==> src/design/tlp_pkg.sv <==
// Shared types and constants of the tilt line parser.
// Used by every module of the block; depends on nothing else.
package tlp_pkg;

    // Character codes that steer the parser.
    localparam logic [7:0] CHAR_NUL   = 8'h00;
    localparam logic [7:0] CHAR_TAB   = 8'h09;
    localparam logic [7:0] CHAR_LF    = 8'h0A;
    localparam logic [7:0] CHAR_VT    = 8'h0B;
    localparam logic [7:0] CHAR_FF    = 8'h0C;
    localparam logic [7:0] CHAR_CR    = 8'h0D;
    localparam logic [7:0] CHAR_SPACE = 8'h20;
    localparam logic [7:0] CHAR_PLUS  = 8'h2B;
    localparam logic [7:0] CHAR_COMMA = 8'h2C;
    localparam logic [7:0] CHAR_MINUS = 8'h2D;
    localparam logic [7:0] CHAR_ZERO  = 8'h30;
    localparam logic [7:0] CHAR_NINE  = 8'h39;

    // Number magnitude saturates at 2^31.
    localparam logic [31:0] MAG_CAP     = 32'h8000_0000;
    localparam logic [31:0] POS_MAX     = 32'h7FFF_FFFF;

    // Configuration register map.
    localparam int unsigned CFG_ADDR_W        = 3;
    localparam logic        REG_TILT_DEADBAND = 1'b0;
    localparam logic [5:0]  DEADBAND_RESET    = 6'd3;

    // Paddle row and tilt constants.
    localparam int          TILT_LIMIT = 45;
    localparam logic [7:0]  ROW_MAX    = 8'd160;
    // 16/9 scaled by 2^16: floor(x*16/9) == (x*RECIP_16_9) >> 16 for x in 0..90.
    localparam logic [16:0] RECIP_16_9 = 17'd116512;

    // Line queue between the front and back parts.
    localparam int unsigned QUEUE_DEPTH = 4;
    localparam int unsigned QPTR_W      = $clog2(QUEUE_DEPTH);
    localparam int unsigned QCNT_W      = $clog2(QUEUE_DEPTH + 1);

    typedef enum logic [1:0] {
        PHASE_SKIP   = 2'd0,
        PHASE_DIGITS = 2'd1,
        PHASE_DONE   = 2'd2
    } num_phase_t;

    // One finished line as handed from the front part to the back part.
    typedef struct packed {
        logic [31:0] angle;
        logic [31:0] heading;
    } line_rec_t;

    // Queue status seen by the front part.
    typedef struct packed {
        logic push;
        logic full;
    } queue_ctrl_t;

endpackage

==> src/design/tlp_rx_if.sv <==
// Input channel of the tilt line parser: valid/ready with one received byte.
// Stand-alone interface, no dependencies.
interface tlp_rx_if;
    logic       valid;
    logic       ready;
    logic [7:0] rx_byte;
    logic       line_error;

    modport source (output valid, output rx_byte, output line_error, input ready);
    modport sink   (input valid, input rx_byte, input line_error, output ready);
endinterface

==> src/design/tlp_result_if.sv <==
// Result channel of the tilt line parser: valid/ready with one parsed line.
// Stand-alone interface, no dependencies.
interface tlp_result_if;
    logic               valid;
    logic               ready;
    logic signed [31:0] angle;
    logic signed [31:0] heading;
    logic [7:0]         paddle_row;
    logic [1:0]         tilt_class;
    logic [2:0]         compass_sector;

    modport source (output valid, output angle, output heading, output paddle_row,
                    output tilt_class, output compass_sector, input ready);
    modport sink   (input valid, input angle, input heading, input paddle_row,
                    input tilt_class, input compass_sector, output ready);
endinterface

==> src/design/tlp_front.sv <==
// Front part: parses received bytes on the fly and emits one record per line.
// Depends on tlp_pkg.
module tlp_front #(
    parameter int LINE_CAPACITY = 64
) (
    input  logic                 clk,
    input  logic                 rst_n,
    input  logic                 accept,
    input  logic [7:0]           rx_byte,
    input  logic                 line_error,
    input  logic                 queue_full,
    output tlp_pkg::queue_ctrl_t qctl,
    output tlp_pkg::line_rec_t   rec
);

    localparam int CNT_W = $clog2(LINE_CAPACITY);
    localparam logic [CNT_W-1:0] CNT_LIMIT = CNT_W'(LINE_CAPACITY - 1);

    logic [CNT_W-1:0]    char_count_reg, char_count_next;
    logic [1:0]          field_number_reg, field_number_next;
    tlp_pkg::num_phase_t number_phase_reg, number_phase_next;
    logic                negative_sign_reg, negative_sign_next;
    logic [31:0]         digit_accum_reg, digit_accum_next;
    logic [31:0]         held_angle_reg, held_angle_next;
    logic                string_ended_reg, string_ended_next;

    logic [31:0] number_value;
    logic        is_digit;
    logic        is_space;
    logic        is_eol;
    logic [34:0] acc_wide;
    logic [31:0] acc_sat;
    logic        push;

    always_comb
    begin
        if (negative_sign_reg)
            number_value = 32'd0 - digit_accum_reg;
        else if (digit_accum_reg > tlp_pkg::POS_MAX)
            number_value = tlp_pkg::POS_MAX;
        else
            number_value = digit_accum_reg;
    end

    assign is_digit = (rx_byte >= tlp_pkg::CHAR_ZERO) && (rx_byte <= tlp_pkg::CHAR_NINE);
    assign is_space = (rx_byte == tlp_pkg::CHAR_SPACE) || (rx_byte == tlp_pkg::CHAR_TAB) ||
                      (rx_byte == tlp_pkg::CHAR_VT) || (rx_byte == tlp_pkg::CHAR_FF);
    assign is_eol   = (rx_byte == tlp_pkg::CHAR_LF) || (rx_byte == tlp_pkg::CHAR_CR);

    // Ten times the magnitude plus the new digit, saturated at 2^31.
    assign acc_wide = {digit_accum_reg, 3'b000} + {2'b00, digit_accum_reg, 1'b0}
                    + {31'd0, rx_byte[3:0]};
    assign acc_sat  = (acc_wide > {3'b000, tlp_pkg::MAG_CAP}) ? tlp_pkg::MAG_CAP
                                                              : acc_wide[31:0];

    always_comb
    begin
        char_count_next    = char_count_reg;
        field_number_next  = field_number_reg;
        number_phase_next  = number_phase_reg;
        negative_sign_next = negative_sign_reg;
        digit_accum_next   = digit_accum_reg;
        held_angle_next    = held_angle_reg;
        string_ended_next  = string_ended_reg;
        push               = 1'b0;

        if (accept) begin
            if (line_error || (is_eol && (char_count_reg != '0))) begin
                push               = !line_error;
                char_count_next    = '0;
                field_number_next  = 2'd0;
                number_phase_next  = tlp_pkg::PHASE_SKIP;
                negative_sign_next = 1'b0;
                digit_accum_next   = '0;
                held_angle_next    = '0;
                string_ended_next  = 1'b0;
            end
            else if (!is_eol && (char_count_reg < CNT_LIMIT)) begin
                char_count_next = char_count_reg + 1'b1;
                if (!string_ended_reg) begin
                    if (rx_byte == tlp_pkg::CHAR_NUL) begin
                        string_ended_next = 1'b1;
                    end
                    else if ((rx_byte == tlp_pkg::CHAR_COMMA) && (field_number_reg < 2'd2)) begin
                        if (field_number_reg == 2'd0)
                            held_angle_next = number_value;
                        field_number_next  = field_number_reg + 1'b1;
                        number_phase_next  = tlp_pkg::PHASE_SKIP;
                        negative_sign_next = 1'b0;
                        digit_accum_next   = '0;
                    end
                    else if (field_number_reg != 2'd1) begin
                        case (number_phase_reg)
                            tlp_pkg::PHASE_SKIP:
                            begin
                                if (rx_byte == tlp_pkg::CHAR_MINUS || rx_byte == tlp_pkg::CHAR_PLUS) begin
                                    negative_sign_next = (rx_byte == tlp_pkg::CHAR_MINUS);
                                    number_phase_next  = tlp_pkg::PHASE_DIGITS;
                                end
                                else if (is_digit) begin
                                    number_phase_next = tlp_pkg::PHASE_DIGITS;
                                    digit_accum_next  = acc_sat;
                                end
                                else if (!is_space) begin
                                    number_phase_next = tlp_pkg::PHASE_DONE;
                                end
                            end
                            tlp_pkg::PHASE_DIGITS:
                            begin
                                if (is_digit)
                                    digit_accum_next = acc_sat;
                                else
                                    number_phase_next = tlp_pkg::PHASE_DONE;
                            end
                            default:
                            begin
                                number_phase_next = number_phase_reg;
                            end
                        endcase
                    end
                end
            end
        end
    end

    always_ff @(posedge clk or negedge rst_n)
    begin
        if (!rst_n) begin
            char_count_reg    <= '0;
            field_number_reg  <= 2'd0;
            number_phase_reg  <= tlp_pkg::PHASE_SKIP;
            negative_sign_reg <= 1'b0;
            digit_accum_reg   <= '0;
            held_angle_reg    <= '0;
            string_ended_reg  <= 1'b0;
        end
        else begin
            char_count_reg    <= char_count_next;
            field_number_reg  <= field_number_next;
            number_phase_reg  <= number_phase_next;
            negative_sign_reg <= negative_sign_next;
            digit_accum_reg   <= digit_accum_next;
            held_angle_reg    <= held_angle_next;
            string_ended_reg  <= string_ended_next;
        end
    end

    // The record is only pushed when the queue has room; the top level holds
    // ready low while it is full.
    assign qctl.push    = push && !queue_full;
    assign qctl.full    = queue_full;
    assign rec.angle    = (field_number_reg >= 2'd1) ? held_angle_reg : 32'd0;
    assign rec.heading  = (field_number_reg == 2'd2) ? number_value : 32'd0;

endmodule

==> src/design/tlp_queue.sv <==
// Short register queue carrying finished line records to the back part.
// Depends on tlp_pkg.
module tlp_queue (
    input  logic                 clk,
    input  logic                 rst_n,
    input  tlp_pkg::queue_ctrl_t qctl,
    input  tlp_pkg::line_rec_t   wr_rec,
    input  logic                 pop,
    output logic                 full,
    output logic                 not_empty,
    output tlp_pkg::line_rec_t   rd_rec
);

    tlp_pkg::line_rec_t                 slot_reg [tlp_pkg::QUEUE_DEPTH];
    logic [tlp_pkg::QPTR_W-1:0]         wr_ptr_reg, wr_ptr_next;
    logic [tlp_pkg::QPTR_W-1:0]         rd_ptr_reg, rd_ptr_next;
    logic [tlp_pkg::QCNT_W-1:0]         count_reg, count_next;
    logic                               do_push;
    logic                               do_pop;

    assign full      = (count_reg == tlp_pkg::QCNT_W'(tlp_pkg::QUEUE_DEPTH));
    assign not_empty = (count_reg != '0);
    assign do_push   = qctl.push && !qctl.full;
    assign do_pop    = pop && not_empty;
    assign rd_rec    = slot_reg[rd_ptr_reg];

    always_comb
    begin
        wr_ptr_next = do_push ? wr_ptr_reg + 1'b1 : wr_ptr_reg;
        rd_ptr_next = do_pop ? rd_ptr_reg + 1'b1 : rd_ptr_reg;
        count_next  = count_reg;
        if (do_push && !do_pop)
            count_next = count_reg + 1'b1;
        else if (!do_push && do_pop)
            count_next = count_reg - 1'b1;
    end

    always_ff @(posedge clk or negedge rst_n)
    begin
        if (!rst_n) begin
            wr_ptr_reg <= '0;
            rd_ptr_reg <= '0;
            count_reg  <= '0;
        end
        else begin
            wr_ptr_reg <= wr_ptr_next;
            rd_ptr_reg <= rd_ptr_next;
            count_reg  <= count_next;
        end
    end

    always_ff @(posedge clk)
    begin
        if (do_push)
            slot_reg[wr_ptr_reg] <= wr_rec;
    end

endmodule

==> src/design/tlp_back.sv <==
// Back part: turns a line record into paddle row, tilt class and compass sector,
// and holds the result in an output register. Depends on tlp_pkg and tlp_result_if.
module tlp_back (
    input  logic               clk,
    input  logic               rst_n,
    input  logic               rec_valid,
    input  tlp_pkg::line_rec_t rec,
    input  logic [5:0]         deadband,
    output logic               pop,
    tlp_result_if.source       result
);

    logic signed [31:0] ang;
    logic signed [31:0] head;
    logic signed [31:0] dead_pos;
    logic signed [31:0] dead_neg;
    logic [6:0]         clamp_idx;
    logic [23:0]        row_prod;
    logic [7:0]         row;
    logic [1:0]         tilt;
    logic [2:0]         sector;

    logic               valid_reg, valid_next;
    logic signed [31:0] angle_reg;
    logic signed [31:0] heading_reg;
    logic [7:0]         row_reg;
    logic [1:0]         tilt_reg;
    logic [2:0]         sector_reg;

    assign ang      = $signed(rec.angle);
    assign head     = $signed(rec.heading);
    assign dead_pos = $signed({26'd0, deadband});
    assign dead_neg = 32'sd0 - dead_pos;

    always_comb
    begin
        if (ang > 32'sd45)
            clamp_idx = 7'd90;
        else if (ang < -32'sd45)
            clamp_idx = 7'd0;
        else
            clamp_idx = ang[6:0] + 7'd45;
    end

    assign row_prod = {17'd0, clamp_idx} * {7'd0, tlp_pkg::RECIP_16_9};
    assign row      = tlp_pkg::ROW_MAX - row_prod[23:16];

    always_comb
    begin
        if (ang > dead_pos)
            tilt = 2'd1;
        else if (ang < dead_neg)
            tilt = 2'd2;
        else
            tilt = 2'd0;
    end

    // Sectors are 45 degrees wide, starting at 23; north wraps round both ends.
    always_comb
    begin
        if (head < 32'sd23 || head >= 32'sd338)
            sector = 3'd0;
        else if (head < 32'sd68)
            sector = 3'd1;
        else if (head < 32'sd113)
            sector = 3'd2;
        else if (head < 32'sd158)
            sector = 3'd3;
        else if (head < 32'sd203)
            sector = 3'd4;
        else if (head < 32'sd248)
            sector = 3'd5;
        else if (head < 32'sd293)
            sector = 3'd6;
        else
            sector = 3'd7;
    end

    assign pop = rec_valid && (!valid_reg || result.ready);

    always_comb
    begin
        valid_next = valid_reg;
        if (pop)
            valid_next = 1'b1;
        else if (result.ready)
            valid_next = 1'b0;
    end

    always_ff @(posedge clk or negedge rst_n)
    begin
        if (!rst_n)
            valid_reg <= 1'b0;
        else
            valid_reg <= valid_next;
    end

    always_ff @(posedge clk)
    begin
        if (pop) begin
            angle_reg   <= ang;
            heading_reg <= head;
            row_reg     <= row;
            tilt_reg    <= tilt;
            sector_reg  <= sector;
        end
    end

    assign result.valid          = valid_reg;
    assign result.angle          = angle_reg;
    assign result.heading        = heading_reg;
    assign result.paddle_row     = row_reg;
    assign result.tilt_class     = tilt_reg;
    assign result.compass_sector = sector_reg;

endmodule

==> src/design/tilt_line_parser.sv <==
// Top level of the tilt line parser: configuration register, front parser,
// line queue and back result stage. Depends on tlp_pkg, tlp_rx_if, tlp_result_if,
// tlp_front, tlp_queue and tlp_back.
//
// Usage
// The rx channel carries one received character per transaction, together with a
// line error flag. A line error throws away the partial line and the character.
// A CR or LF that ends a non-empty line produces one transaction on the result
// channel, carrying the angle, the heading, the paddle row, the tilt class and the
// compass sector. All other characters produce no result.
// Throughput is one character per clock cycle while the line queue is not full.
// The result of a line is registered first into the line queue on the transaction
// of its terminating character, then through the back stage into the output
// register, once that register is free or being read.
// When the result receiver stalls, finished lines collect in a four-entry queue
// and the parser keeps taking characters; rx.ready only drops once the queue is
// full. Reset clears all line state, empties the queue and the output register
// and sets the tilt dead band to 3. The dead band is written through the APB
// port at addresses 0 to 3.
module tilt_line_parser #(
    parameter int LINE_CAPACITY = 64
) (
    input  logic                            clk,
    input  logic                            rst_n,
    tlp_rx_if.sink                          rx,
    tlp_result_if.source                    result,
    input  logic                            psel,
    input  logic                            penable,
    input  logic                            pwrite,
    input  logic [tlp_pkg::CFG_ADDR_W-1:0]  paddr,
    input  logic [31:0]                     pwdata,
    output logic [31:0]                     prdata,
    output logic                            pready
);

    logic [5:0]           deadband_reg, deadband_next;
    logic                 cfg_write;
    logic                 rx_accept;
    logic                 queue_full;
    logic                 queue_not_empty;
    logic                 queue_pop;
    tlp_pkg::queue_ctrl_t qctl;
    tlp_pkg::line_rec_t   front_rec;
    tlp_pkg::line_rec_t   back_rec;

    // Configuration port: always ready, one register in the low word.
    assign pready    = 1'b1;
    assign cfg_write = psel && penable && pwrite &&
                       (paddr[tlp_pkg::CFG_ADDR_W-1] == tlp_pkg::REG_TILT_DEADBAND);
    assign deadband_next = cfg_write ? pwdata[5:0] : deadband_reg;
    assign prdata = (paddr[tlp_pkg::CFG_ADDR_W-1] == tlp_pkg::REG_TILT_DEADBAND)
                  ? {26'd0, deadband_reg} : 32'd0;

    always_ff @(posedge clk or negedge rst_n)
    begin
        if (!rst_n)
            deadband_reg <= tlp_pkg::DEADBAND_RESET;
        else
            deadband_reg <= deadband_next;
    end

    // A character is taken whenever the queue can hold a possible line record.
    assign rx.ready  = !queue_full;
    assign rx_accept = rx.valid && rx.ready;

    tlp_front #(
        .LINE_CAPACITY (LINE_CAPACITY)
    ) u_front (
        .clk        (clk),
        .rst_n      (rst_n),
        .accept     (rx_accept),
        .rx_byte    (rx.rx_byte),
        .line_error (rx.line_error),
        .queue_full (queue_full),
        .qctl       (qctl),
        .rec        (front_rec)
    );

    tlp_queue u_queue (
        .clk       (clk),
        .rst_n     (rst_n),
        .qctl      (qctl),
        .wr_rec    (front_rec),
        .pop       (queue_pop),
        .full      (queue_full),
        .not_empty (queue_not_empty),
        .rd_rec    (back_rec)
    );

    tlp_back u_back (
        .clk       (clk),
        .rst_n     (rst_n),
        .rec_valid (queue_not_empty),
        .rec       (back_rec),
        .deadband  (deadband_reg),
        .pop       (queue_pop),
        .result    (result)
    );

endmodule
==> src/flat_wrapper.sv <==
// flat-port wrapper written by rule: the top's interface ports become plain ports
module tilt_line_parser_flat 
#(
    parameter int LINE_CAPACITY = 64
)
  (clk, rst_n, psel, penable, pwrite, paddr, pwdata, prdata, pready, rx_valid, rx_rx_byte, rx_line_error, rx_ready, result_valid, result_angle, result_heading, result_paddle_row, result_tilt_class, result_compass_sector, result_ready);
  tlp_rx_if rx_i ();
  tlp_result_if result_i ();
  input  logic clk;
  input  logic rst_n;
  input  logic psel;
  input  logic penable;
  input  logic pwrite;
  input  logic [tlp_pkg::CFG_ADDR_W-1:0] paddr;
  input  logic [31:0] pwdata;
  output logic [31:0] prdata;
  output logic pready;
  input wire logic [$bits(rx_i.valid)-1:0] rx_valid;
  input wire logic [$bits(rx_i.rx_byte)-1:0] rx_rx_byte;
  input wire logic [$bits(rx_i.line_error)-1:0] rx_line_error;
  output wire logic [$bits(rx_i.ready)-1:0] rx_ready;
  output wire logic [$bits(result_i.valid)-1:0] result_valid;
  output wire logic [$bits(result_i.angle)-1:0] result_angle;
  output wire logic [$bits(result_i.heading)-1:0] result_heading;
  output wire logic [$bits(result_i.paddle_row)-1:0] result_paddle_row;
  output wire logic [$bits(result_i.tilt_class)-1:0] result_tilt_class;
  output wire logic [$bits(result_i.compass_sector)-1:0] result_compass_sector;
  input wire logic [$bits(result_i.ready)-1:0] result_ready;
  assign rx_i.valid = rx_valid;
  assign rx_i.rx_byte = rx_rx_byte;
  assign rx_i.line_error = rx_line_error;
  assign rx_ready = rx_i.ready;
  assign result_valid = result_i.valid;
  assign result_angle = result_i.angle;
  assign result_heading = result_i.heading;
  assign result_paddle_row = result_i.paddle_row;
  assign result_tilt_class = result_i.tilt_class;
  assign result_compass_sector = result_i.compass_sector;
  assign result_i.ready = result_ready;
  tilt_line_parser #(.LINE_CAPACITY(LINE_CAPACITY)) u_core (.clk(clk), .rst_n(rst_n), .rx(rx_i), .result(result_i), .psel(psel), .penable(penable), .pwrite(pwrite), .paddr(paddr), .pwdata(pwdata), .prdata(prdata), .pready(pready));
endmodule
==> config.mk <==
export PLATFORM = sky130hd
export DESIGN_NAME = tilt_line_parser_flat
export DESIGN_NICKNAME = d
export VERILOG_FILES = /design/src/design/tlp_pkg.sv /design/src/design/tlp_rx_if.sv /design/src/design/tlp_result_if.sv /design/src/design/tlp_front.sv /design/src/design/tlp_queue.sv /design/src/design/tlp_back.sv /design/src/design/tilt_line_parser.sv /design/src/flat_wrapper.sv
export SDC_FILE = /design/constraint.sdc
export NUM_CORES = 1
export LEC_CHECK = 0
export CELL_PAD_IN_SITES_DETAIL_PLACEMENT = 0
export CELL_PAD_IN_SITES_GLOBAL_PLACEMENT = 1
export CORE_ASPECT_RATIO = 1.2
export CORE_MARGIN = 4
export CORE_UTILIZATION = 35
export DETAILED_ROUTE_END_ITERATION = 10
export DONT_BUFFER_PORTS = 1
export PLACE_DENSITY_LB_ADDON = 0.1
export SKIP_CTS_REPAIR_TIMING = 1
export SYNTH_ARGS = -nofsm -noshare
export SYNTH_HDL_FRONTEND = slang
export SYNTH_HIERARCHICAL = 1
export SYNTH_SLANG_ARGS = --single-unit
==> constraint.sdc <==
create_clock -name clk -period 14 [get_ports clk]
set_input_delay 2.8 -clock clk [delete_from_list [all_inputs] [get_ports clk]]
set_output_delay 2.8 -clock clk [all_outputs]
set_load 0.05 [all_outputs]
Word-level counts from Yosys, hierarchy flattened
Memories as Yosys holds them, arrays and structs flattened.
Cells that the tools add are included.

storage, ports and cells
  latch bits = 0
  input port bits = 51
  output and inout bits = 112
  bits in read-only memories = 0
  flip-flop bits (word level) = 167
  logic and storage cells = 189
  memories = 1
  memory bits (writable) = 256

memory list
  name                     depth  width  rd ports  clocked after memory_dff  wr ports  RTL line         RTL
  u_core.u_queue.slot_reg  4      64     1         0                         1         tlp_queue.sv:14  tlp_pkg::line_rec_t slot_reg [tlp_pkg::QUEUE_DEPTH];

cells by class
  shift-type cells = 0
  equal/unequal tests = 18
  order comparisons = 19
  divide/modulo/power cells = 0
  multiplexer cells = 68
  $add $sub $neg = 12
  bitwise logic cells = 1
  $mul = 1
  reduce and logical (&&, ||, !) cells = 50

operators with widths
  kind                                                             count
  two-way mux 32 bit                                               19
  less-than comparator 32 x 9 -> 1 bit, second input constant      3
  less-than comparator 32 x 8 -> 1 bit, second input constant      2
  one-hot mux 32 bit (2 select lines)                              1
  equality test 8 x 4 -> 1 bit, second input constant              5
  two-way mux 2 bit                                                20
  adder 35 x 33 -> 35 bit                                          1
  adder 35 x 4 -> 35 bit                                           1
  greater-than comparator 35 x 32 -> 1 bit, second input constant  1
  equality test 8 x 6 -> 1 bit, second input constant              4
  >= comparator 32 x 10 -> 1 bit, second input constant            1
  greater-than comparator 32 x 31 -> 1 bit, second input constant  1
  greater-than comparator 32 x 7 -> 1 bit                          1
  greater-than comparator 32 x 7 -> 1 bit, second input constant   1
  less-than comparator 32 x 10 -> 1 bit, second input constant     1
  less-than comparator 32 bit                                      1
  less-than comparator 32 x 6 -> 1 bit, second input constant      1
  less-than comparator 32 x 7 -> 1 bit, second input constant      1
  subtractor 1 x 32 -> 32 bit, first input constant                1
  two-way mux 1 bit                                                20
  multiplier 7 x 12 -> 19 bit, second input constant               1
  two-way mux 6 bit                                                3
  logical AND 1 bit                                                14
  two-way mux 7 bit                                                2
  37 further kinds                                                 63

Longest topological paths before layout
Gate-level depths: netlist of run 1.

  depth after elaboration = 14
  mapped depth = 31
  mapped depth without buffers = 29

By module
Netlist of run 1, hierarchy kept.

by module, submodules not included
  module            area an instance (um2)  sequential area each (um2)  instances  cells an instance
  tlp_queue         9636.7                  7862.5                      1          370
  tlp_front         6754.0                  1901.8                      1          820
  tlp_back          5338.9                  2337.2                      1          459
  tilt_line_parser  516.7                   152.6                       1          50

Worst setup path before layout of run 1
No wires, ideal clock.

  path type = register -> register
  start = register u_core/u_queue/rd_ptr_reg[0] (netlist name)
  end = register u_core.u_back.row_reg[7], in the netlist u_core/u_back/result.paddle_row[7], data pin
  clock period less this slack = 6.614 ns
  setup slack = 7.386 ns
  arrival time = 6.355 ns
  cell stages (with the launch flop) = 24
  required time = 13.740 ns
  setup time = 0.260 ns
  buffers on the path = 2
  cells stage by stage = dfrtp_1 -> buf_6 -> buf_6 -> mux4_2 -> ha_1 -> o31a_1 -> or2_2 -> o21ai_0 -> inv_1 -> fa_1 -> fa_1 -> inv_1 -> ha_1 -> fa_1 -> ha_1 -> nand4_1 -> o21ba_2 -> a311oi_1 -> a21o_1 -> o2111ai_1 -> and2_1 -> a41oi_1 -> o221ai_2 -> xnor2_1

RTL lines
  element                 RTL line         RTL
  start, declared         tlp_queue.sv:16  logic [tlp_pkg::QPTR_W-1:0] rd_ptr_reg, rd_ptr_next;
  start signal, assigned  tlp_queue.sv:47  rd_ptr_reg <= rd_ptr_next;
  end signal, assigned    tlp_back.sv:103  row_reg <= row;
  end, declared           tlp_back.sv:26   logic [7:0] row_reg;

==> qor.csv, run 1 <==
metric,value,unit
ios,163,
vdd_drop_max,0.2663,mV
path_max_fanout,25,
dp_hpwl,38160,µm
skew,0.01418,ns
place.gp.congestion,0.7931,
placed_area,23060,µm²
syn-mean-instance-area,13.09,µm²
total_power,6.187,mW
endpoint_kind,register,
synth_ff_type,edfxtp_1,
final_cell_mix,"edfxtp_1 (333), ha_1 (160), nand2_1 (106)",
synth_edf_count,333,
syn_inst,1699,
clkTransAtPathRegs,0.06,ns
cpLargestDelayFamily,simple AND/OR/NAND/NOR gates,
ys_warn_count,6,
arrival,8.94,ns
rows,101,
hp-class,reg -> reg,
rsz0062_at_grt,no,
synth.distinct_cells,82,
p_switching,2.613,mW
start_kind,register,
ys_async_sr_fraction,21.28,%
cts_tree,built,
num_vias,13428,
maxSlewHeadroom,31.68,%
root_buffer,clkbuf_16,
n_antenna_cell,0,
path_class,reg -> reg,
cpMaxStageDelayCell,dfrtp_2,
pwr-share-seq,32.7,%
die_h,284.2,µm
max_cap_viol_count,0,
drt_iter0_markers,704,
track_usage,15.77,%
internal_power,3.573,mW
dp_cells,2477,
routedWlPerCell,21.12,µm
cts_buffers,43,
stdcell_area,24450,µm²
clk-insertion-delay-late,0.57,ns
drt_wl_total,54000,µm
worst_pin_slew,1.022,ns
portBuffers,0,
powerDensity,253.0,nW/µm²
yosys_register_bits,423,
nets,1924,
synth_largest_area_cell,edfxtp_1,
die_w,238.1,µm
clockBufferDepth,3,
crit_buf_inv,4,
p_sw_share,42.24,%
synth_top_area_share,44.95,%
finalHoldViolations,0,
setup_viol,0,
htreeDepth,2,
viasPerCell,5.251,
cts_sinks,423,
comb_power_share,49.0,%
min_period,8.641,ns
antenna_left,0,
start_util,35.21,%
slew_viol_final,0,
fin_crit_sh,61.72,%
status,completed,
cp.required,14.30,ns
final_util,38.70,%
core_region_area,63190,µm²
antenna_found_initial,0,
dr.pass1.iters,5,
grt_max_degree,91,
final_common_cell,edfxtp_1,
synth_area,22250,µm²
grt-ovfl-total,0,
netlist_top_cells_area,"edfxtp_1 (45%), dfrtp_1 (9.9%), ha_1 (9.1%), mux4_2 (6.5%), nand2_1 (1.8%)",
drc,0,
syn2layout_area_growth,9.916,%
final-instance-count-excl-fill,2557,
yosysSeqAreaShare,55.08,%
dieArea,67670,µm²
critPathMaxStageDelay,0.73,ns
p_clk_share,18.4,%
grt_pass1_wl,84150,µm
largest_register_ffs,256,
grt_pass1_vias,13927,
drive_gt1_share,11.77,%
leakage,10.12,nW
fmax,115.7,MHz
fin_setup_tns,0,ns
## stage by stage
stage / hold WS (ns) / worst slack (ns)
final: 0.4697 / 5.359
after global routing: 0.4840 / 4.828
after CTS: 0.4675 / 5.253
after detailed placement: 0.4540 / 5.279
after global placement: 0.4618 / 5.212
after floorplan: 0.4309 / 7.386
## power by group through the flow
stage,clock (mW),sequential (mW),combinational [mW]
2_1_floorplan,0,1.99,2.43
3_3_place_gp,0,2.05,3.06
3_5_place_dp,0,2.06,3.08
4_1_cts,1.18,2.03,3.10
5_1_grt,1.23,2.04,3.45
6_report,1.14,2.02,3.03
## final timing paths
| kind | depth (start not counted) | slack [ns] | endpoint | start |
|---|---|---|---|---|
| hold reg to reg | 2 | 0.47 | u_core/u_front/held_angle_reg[0]$_DFFE_PN0P_ | u_core/u_front/held_angle_reg[0]$_DFFE_PN0P_ |
| setup reg to reg | 26 | 5.36 | u_core/u_back/result.paddle_row[4]$_DFFE_PP_ | u_core/u_queue/rd_ptr_reg[1]$_DFFE_PN0P_ |
| hold / removal | 2 | 0.47 | u_core/u_front/held_angle_reg[0]$_DFFE_PN0P_ | u_core/u_front/held_angle_reg[0]$_DFFE_PN0P_ |
| setup / recovery | 26 | 5.36 | u_core/u_back/result.paddle_row[4]$_DFFE_PP_ | u_core/u_queue/rd_ptr_reg[1]$_DFFE_PN0P_ |
| min in group asynchronous | 0 | 1.93 | u_core/deadband_reg[4]$_DFFE_PN0P_ | rst_n |
| max in group asynchronous | 0 | 11.89 | u_core/deadband_reg[1]$_DFFE_PN1P_ | rst_n |
## logic make-up (layout without fill, tap and decap cells)
kind of cell               count (synthesis)  after routing  synth area share (%)
AOI/OAI and AO/OA                        327            327                 10.23
xor gates and xnor gates                  56             56                 2.205
adders and majority gates                175            175                 10.31
buffers and inverters                    166            175                 3.526
DFF                                      423            423                 55.08
muxes                                     83             83                 7.385
other                                      2             27               0.03376
and+or+nand+nor                          467            467                 11.22
## synthesized netlist by cell type, types with 9 or more instances
cell      number
mux2_2         9
fa_1          14
a21oi_1       65
ha_1         161
nor3_1        40
buf_2          9
clkbuf_1      46
a31oi_1       11
nand4_1       32
inv_1         76
nor2_1        68
o21ai_0       63
a22o_1        29
nand2_1      106
mux2i_1       10
xor2_1        24
xnor2_1       32
nand3_1       44
buf_4         30
o211ai_1      12
nor2b_1       43
a211oi_1      16
or2_2         11
nor4_1        19
dfrtp_1       88
nand2b_1      13
edfxtp_1     333
o31a_1        10
a21o_1        24
o21a_1        13
and2_1        42
mux4_2        64
o31ai_1       24
## routing by layer
| metal | GRT usage [%] | vias up | part of all wire [%] |
|---|---|---|---|
| met5 | 0 | - | 0 |
| met4 | 3.629 | 0 | 2.0 |
| met3 | 2.057 | 56 | 2.7 |
| met2 | 29.04 | 165 | 53 |
| met1 | 19.63 | 6767 | 42 |
| li1 | - | 6440 | - |
## cell type report
cell class              count  area (µm²)
clock inverters            26       251.5
flip-flops and latches    423       12260
fillers                  6001       38730
well taps                 824        1031
multi-input cells        1135        9344
inverters                  76       285.3
clock buffers              54        1139
repair buffers             19       142.6
## tightest hold or removal path, delay by kind of cell, from the launching register on
family           cells  cell delay (ns)
DFF                  1             0.34
and+or+nand+nor      2             0.10
No activity file was read; power rests on OpenSTA's default activity.
==> inputs of run 2 (changes only) <==
- clock period: 14 -> 8.78 ns (I/O delays scaled with it)
==> run 2 against run 1 <==
Clock skew grew 0.0064 ns. Die area is the same. Largest power group unchanged. Critical path type unchanged. Via count shrank 0.32%. Clock-buffer cell count grew 6. Worst setup slack lost 4.2 ns. Register-to-register slack lost 4.2 ns. Final cell count grew 0.43%. Critical path depth is the same. Non-clock buffer count grew 6. Wire length shrank 0.84%.
==> qor.csv, run 2 (synthesis gave the netlist of run 1 again) <==
metric,value,unit,change
status,completed,,
antenna_left,0,,unchanged
start_kind,register,,
fin_crit_sh,86.47,%,+25 points
fin_setup_tns,0,ns,unchanged
cpMaxStageDelayCell,dfrtp_4,,
largest_register_ffs,256,,unchanged
grtUsageMet1,19.03,%,-0.61 points
track_usage,15.63,%,-0.14 points
comb_power_share,48.4,%,-0.6 points
syn2layout_area_growth,10.60,%,
skew,0.02054,ns,+0.006357 ns
hold_depth,2,,unchanged
grt_pass1_wl,83040,µm,-1.3%
dieArea,67670,µm²,unchanged
busiest_layer,met2,,
use_met3,2.504,%,+0.45 points
grt_pass1_vias,13895,,-0.23%
grt_max_degree,91,,unchanged
fill_cells,5985,,-0.27%
stdcell_area,24600,µm²,+0.62%
antenna_found_initial,0,,unchanged
dp_hpwl,38110,µm,-0.15%
maxSlewHeadroom,33.32,%,+1.6 points
path_max_fanout,26,,+4.0%
ios,163,,unchanged
min_period,7.592,ns,-1.049 ns
cts_tree,built,,
fin_worst_hold_slack,0.4602,ns,-0.009552 ns
p_sw_share,41.64,%,-0.60 points
worst_pin_slew,0.9975,ns,-0.02454 ns
rsz0062_at_grt,no,,
p_clk_share,19.0,%,+0.6 points
start_util,35.21,%,unchanged
clockBufferDepth,3,,unchanged
num_vias,13385,,-0.32%
clkTransAtPathRegs,0.06,ns,about the same
grt-ovfl-total,0,,unchanged
hp-class,reg -> reg,,
cts_buffers,45,,+4.7%
portBuffers,0,,unchanged
pwr-share-seq,32.6,%,about the same
arrival,7.89,ns,-1.05 ns
leakage,10.21,nW,+0.86%
nets,1932,,+0.42%
reg2regPathDepth,26,,unchanged
dp_slack,1.040,ns,-4.239 ns
powerDensity,401.4,nW/µm²,+59%
drc,0,,unchanged
clk-insertion-delay-late,0.57,ns,about the same
final_cell_mix,"edfxtp_1 (333), ha_1 (160), nand2_1 (106)",,
fin_ws,1.188,ns,-4.171 ns
die_w,238.1,µm,unchanged
viasPerCell,5.212,,-0.75%
gr-usage-met2,28.54,%,-0.49 points
drt_wl_total,53540,µm,-0.84%
path_class,reg -> reg,,
root_buffer,clkbuf_16,,
cp.required,9.08,ns,-5.22 ns
cts_sinks,423,,unchanged
setup_viol,0,,unchanged
max_cap_viol_count,0,,unchanged
total_power,9.877,mW,+60%
finalHoldViolations,0,,unchanged
drive_gt1_share,12.34,%,+0.56 points
critPathMaxStageDelay,0.70,ns,-0.03 ns
endpoint_kind,register,,
rows,101,,unchanged
dr.pass1.iters,5,,unchanged
die_h,284.2,µm,unchanged
multiInputGateArea,9344,µm²,unchanged
drt_iter0_markers,634,,-9.9%
seq_area,12260,µm²,unchanged
final_common_cell,edfxtp_1,,
p_switching,4.113,mW,+57%
place.gp.congestion,0.7890,,-0.52%
fmax,131.7,MHz,+14%
vdd_drop_max,0.4828,mV,+81%
slew_viol_final,0,,unchanged
internal_power,5.764,mW,+61%
placed_area,23130,µm²,+0.30%
core_region_area,63190,µm²,unchanged
htreeDepth,2,,unchanged
routedWlPerCell,20.85,µm,-1.3%
run 2: critical path, delay by kind of cell (launching register included):
kind | cells | cell delay [ns]
flip-flops | 1 | 0.70
multiplexers | 1 | 0.41
adder cells (fa/ha/maj) | 6 | 2.27
XOR/XNOR | 2 | 0.28
AO/OA/AOI/OAI | 4 | 1.48
AND/OR/NAND/NOR | 9 | 1.52
buffers and inverters | 4 | 0.63
run 2: path summary, 6_finish.rpt:
| path | to | slack, ns | from |
|---|---|---|---|
| setup / recovery | u_core/u_back/result.paddle_row[4]$_DFFE_PP_ | 1.19 | u_core/u_queue/rd_ptr_reg[0]$_DFFE_PN0P_ |
| hold / removal | u_core/u_front/held_angle_reg[0]$_DFFE_PN0P_ | 0.46 | u_core/u_front/held_angle_reg[0]$_DFFE_PN0P_ |
| setup reg to reg | u_core/u_back/result.paddle_row[4]$_DFFE_PP_ | 1.19 | u_core/u_queue/rd_ptr_reg[0]$_DFFE_PN0P_ |
| hold reg to reg | u_core/u_front/held_angle_reg[0]$_DFFE_PN0P_ | 0.46 | u_core/u_front/held_angle_reg[0]$_DFFE_PN0P_ |
| max in group asynchronous | u_core/deadband_reg[0]$_DFFE_PN1P_ | 7.70 | rst_n |
| min in group asynchronous | u_core/deadband_reg[2]$_DFFE_PN0P_ | 0.89 | rst_n |
run 2: layout make-up:
type / instances / area share, %
antenna: 1 / 0.01017
sequential: 423 / 49.82
clock buffer: 60 / 4.887
inverter: 76 / 1.159
timing repair buffer: 25 / 0.8645
clock inverter: 24 / 1.088
multi-input combinational: 1135 / 37.98
tap: 824 / 4.190
run 2: layer usage:
layer	wire length [µm]	part of all wire, %
met3	1691	3.2
met4	1315	2.5
met2	28350	53
met5	0	0
met1	22190	41
run 2: power groups by stage:
stage,clock network (mW),logic (mW),registers (mW)
final,1.88,4.78,3.22
after detailed placement,0,4.87,3.27
after global placement,0,4.86,3.27
after global routing,2.03,5.51,3.25
after CTS,1.95,4.91,3.23
after floorplan,0,3.87,3.17
run 2: stage by stage:
step           util [%]  cells
6_report          38.94   2568
4_1_cts           38.94   2567
2_1_floorplan         -   1724
5_1_grt           38.94   2567
3_5_place_dp      36.61   2483
3_3_place_gp      36.61   2483
==> inputs of run 3 (changes only) <==
- BUFFER_PORTS_ARGS: not set -> -buffer_cell sky130_fd_sc_hd__buf_4
- DONT_BUFFER_PORTS: 1 -> not set
==> run 3 against run 2 <==
Utilization rose by 1.2 points. Cell area rose by 3.2%. Via count rose by 2.9%. Hold slack improved by 0.013 ns. Non-clock buffer count rose by 113. Die area did not move. Largest cell class unchanged.
==> qor.csv, run 3 (synthesis gave the netlist of run 1 again) <==
metric,value,unit,change
dieArea,67670,µm²,unchanged
fmax,128.3,MHz,-2.6%
track_usage,15.61,%,-0.018 points
total_power,10.08,mW,+2.0%
grt-ovfl-total,0,,unchanged
die_h,284.2,µm,unchanged
largest_register_ffs,256,,unchanged
setup_viol,0,,unchanged
final_cell_mix,"edfxtp_1 (333), ha_1 (160), buf_4 (137)",,
grt_max_degree,53,,-42%
htreeDepth,2,,unchanged
start_kind,register,,
r2r-end,u_core/u_back/result.paddle_row[7]$_DFFE_PP_,,
routedWlPerCell,19.82,µm,-4.9%
antenna_found_initial,1,,+1
dp_slack,0.9342,ns,-0.1058 ns
core_region_area,63190,µm²,unchanged
path_max_fanout,16,,-38%
path_class,reg -> reg,,
start_util,35.21,%,unchanged
cts_buffers,45,,unchanged
status,completed,,
powerDensity,397.0,nW/µm²,-1.1%
root_buffer,clkbuf_16,,
drt_wl_total,53120,µm,-0.78%
viasPerCell,5.140,,-1.4%
worst_pin_slew,0.9600,ns,-0.03756 ns
fin_ws,0.9869,ns,-0.2014 ns
clkTransAtPathRegs,0.06,ns,about the same
rows,101,,unchanged
cts_sinks,423,,unchanged
maxSlewHeadroom,35.83,%,+2.5 points
finalHoldViolations,0,,unchanged
num_vias,13774,,+2.9%
nets,2045,,+5.8%
hold_depth,2,,unchanged
fill_cells,6011,,+0.43%
final_common_cell,edfxtp_1,,
clk-insertion-delay-late,0.57,ns,about the same
min_period,7.793,ns,+0.2014 ns
dp_hpwl,38720,µm,+1.6%
dp_cells,2596,,+4.6%
final-instance-count-excl-fill,2680,,+4.4%
reg2reg_from,u_core/u_queue/rd_ptr_reg[0]$_DFFE_PN0P_,,
dr.pass1.iters,4,,-1
endpoint_kind,register,,
drc,0,,unchanged
hp-class,reg -> reg,,
hold_path_end,u_core/u_front/held_angle_reg[10]$_DFFE_PN0P_,,
cts_tree,built,,
portBuffers,107,,+107
rsz0062_at_grt,no,,
place.gp.congestion,0.7972,,+1.0%
syn2layout_area_growth,14.11,%,
clockBufferDepth,3,,unchanged
hold_path_startpoint,u_core/u_front/held_angle_reg[10]$_DFFE_PN0P_,,
drive_gt1_share,17.78,%,+5.4 points
reg2reg_slack,0.99,ns,-0.20 ns
cp.required,9.09,ns,about the same
ios,163,,unchanged
die_w,238.1,µm,unchanged
slew_viol_final,0,,unchanged
antenna_left,0,,unchanged
n_antenna_cell,0,,-1
grt_pass1_wl,83660,µm,+0.75%
vdd_drop_max,0.6640,mV,+38%
arrival,8.11,ns,+0.22 ns
leakage,10.73,nW,+5.1%
skew,0.01419,ns,-0.006355 ns
grt_pass1_vias,14485,,+4.2%
max_cap_viol_count,0,,unchanged
fin_setup_tns,0,ns,unchanged
reg2regPathDepth,23,,-12%
drt_iter0_markers,552,,-13%
fin_crit_sh,88.76,%,+2.3 points
-- run 3: worst max path at each step --
| stage | start | to | slack [ns] | cells past startpoint |
|---|---|---|---|---|
| 6_report | u_core/u_queue/rd_ptr_reg[0]$_DFFE_PN0P_ | u_core/u_back/result.paddle_row[7]$_DFFE_PP_ | 0.99 | 23 |
| 2_1_floorplan | u_core/u_queue/rd_ptr_reg[0]$_DFFE_PN0P_ | u_core/u_back/result.paddle_row[7]$_DFFE_PP_ | 2.17 | 23 |
| 3_3_place_gp | u_core/u_queue/rd_ptr_reg[0]$_DFFE_PN0P_ | u_core/u_back/result.paddle_row[4]$_DFFE_PP_ | 0.97 | 25 |
| 5_1_grt | u_core/u_queue/rd_ptr_reg[0]$_DFFE_PN0P_ | u_core/u_back/result.paddle_row[7]$_DFFE_PP_ | 0.34 | 23 |
| 4_1_cts | u_core/u_queue/rd_ptr_reg[0]$_DFFE_PN0P_ | u_core/u_back/result.paddle_row[7]$_DFFE_PP_ | 0.91 | 23 |
| 3_5_place_dp | u_core/u_queue/rd_ptr_reg[0]$_DFFE_PN0P_ | u_core/u_back/result.paddle_row[4]$_DFFE_PP_ | 0.93 | 25 |
-- run 3: cell type report --
class | instances | area (µm²) | share of cell area (%)
Sequential cell | 423 | 12260 | 48.29
Inverter | 76 | 285.3 | 1.124
Tap cell | 824 | 1031 | 4.062
Multi-Input combinational cell | 1135 | 9338 | 36.79
Timing Repair Buffer | 138 | 1049 | 4.131
Clock inverter | 26 | 207.7 | 0.8182
Clock buffer | 58 | 1215 | 4.786
-- run 3: report_power, final --
part | internal (mW) | switching (mW) | leakage [nW]
Combinational | 2.25 | 3.28 | 5.22
Clock | 1.04 | 0.771 | 0.701
Sequential | 2.60 | 0.144 | 4.81
-- run 3: metrics by stage --
stage	utilization (%)	hold slack (ns)	instance area, µm²
3_5_place_dp	37.92	0.4647	23960
5_1_grt	40.17	0.5069	25380
6_report	40.17	0.4729	25380
2_1_floorplan	-	0.4309	22340
4_1_cts	40.17	0.4786	25380
3_3_place_gp	37.92	0.4537	23960
-- run 3: per-layer routing --
metal  wire length (µm)  up-vias  share of wire [%]  GRT usage (%)
li1                   -     6684                  -              -
met5                  0        -                  0              0
met2              28150      164                 53          28.91
met1              22300     6862                 42          18.96
met4               1295        0                2.4          4.340
met3               1376       64                2.6          2.048
-- run 3: worst max-delay path, stage by stage, from the launching register on --
cell       delay, ns
dfrtp_4         0.65
buf_4           0.38
mux4_2          0.64
nor4_1          0.30
nand4_1         0.24
nor3_1          0.46
nor2_1          0.07
nor2_1          0.35
inv_1           0.15
ha_1            0.36
fa_1            0.58
inv_1           0.05
ha_1            0.30
fa_1            0.47
ha_1            0.31
nand4_1         0.13
o21ba_2         0.24
a311oi_1        0.56
a21o_1          0.28
o2111ai_1       0.17
and2_1          0.24
a41oi_1         0.27
o221ai_2        0.15
xnor2_1         0.15
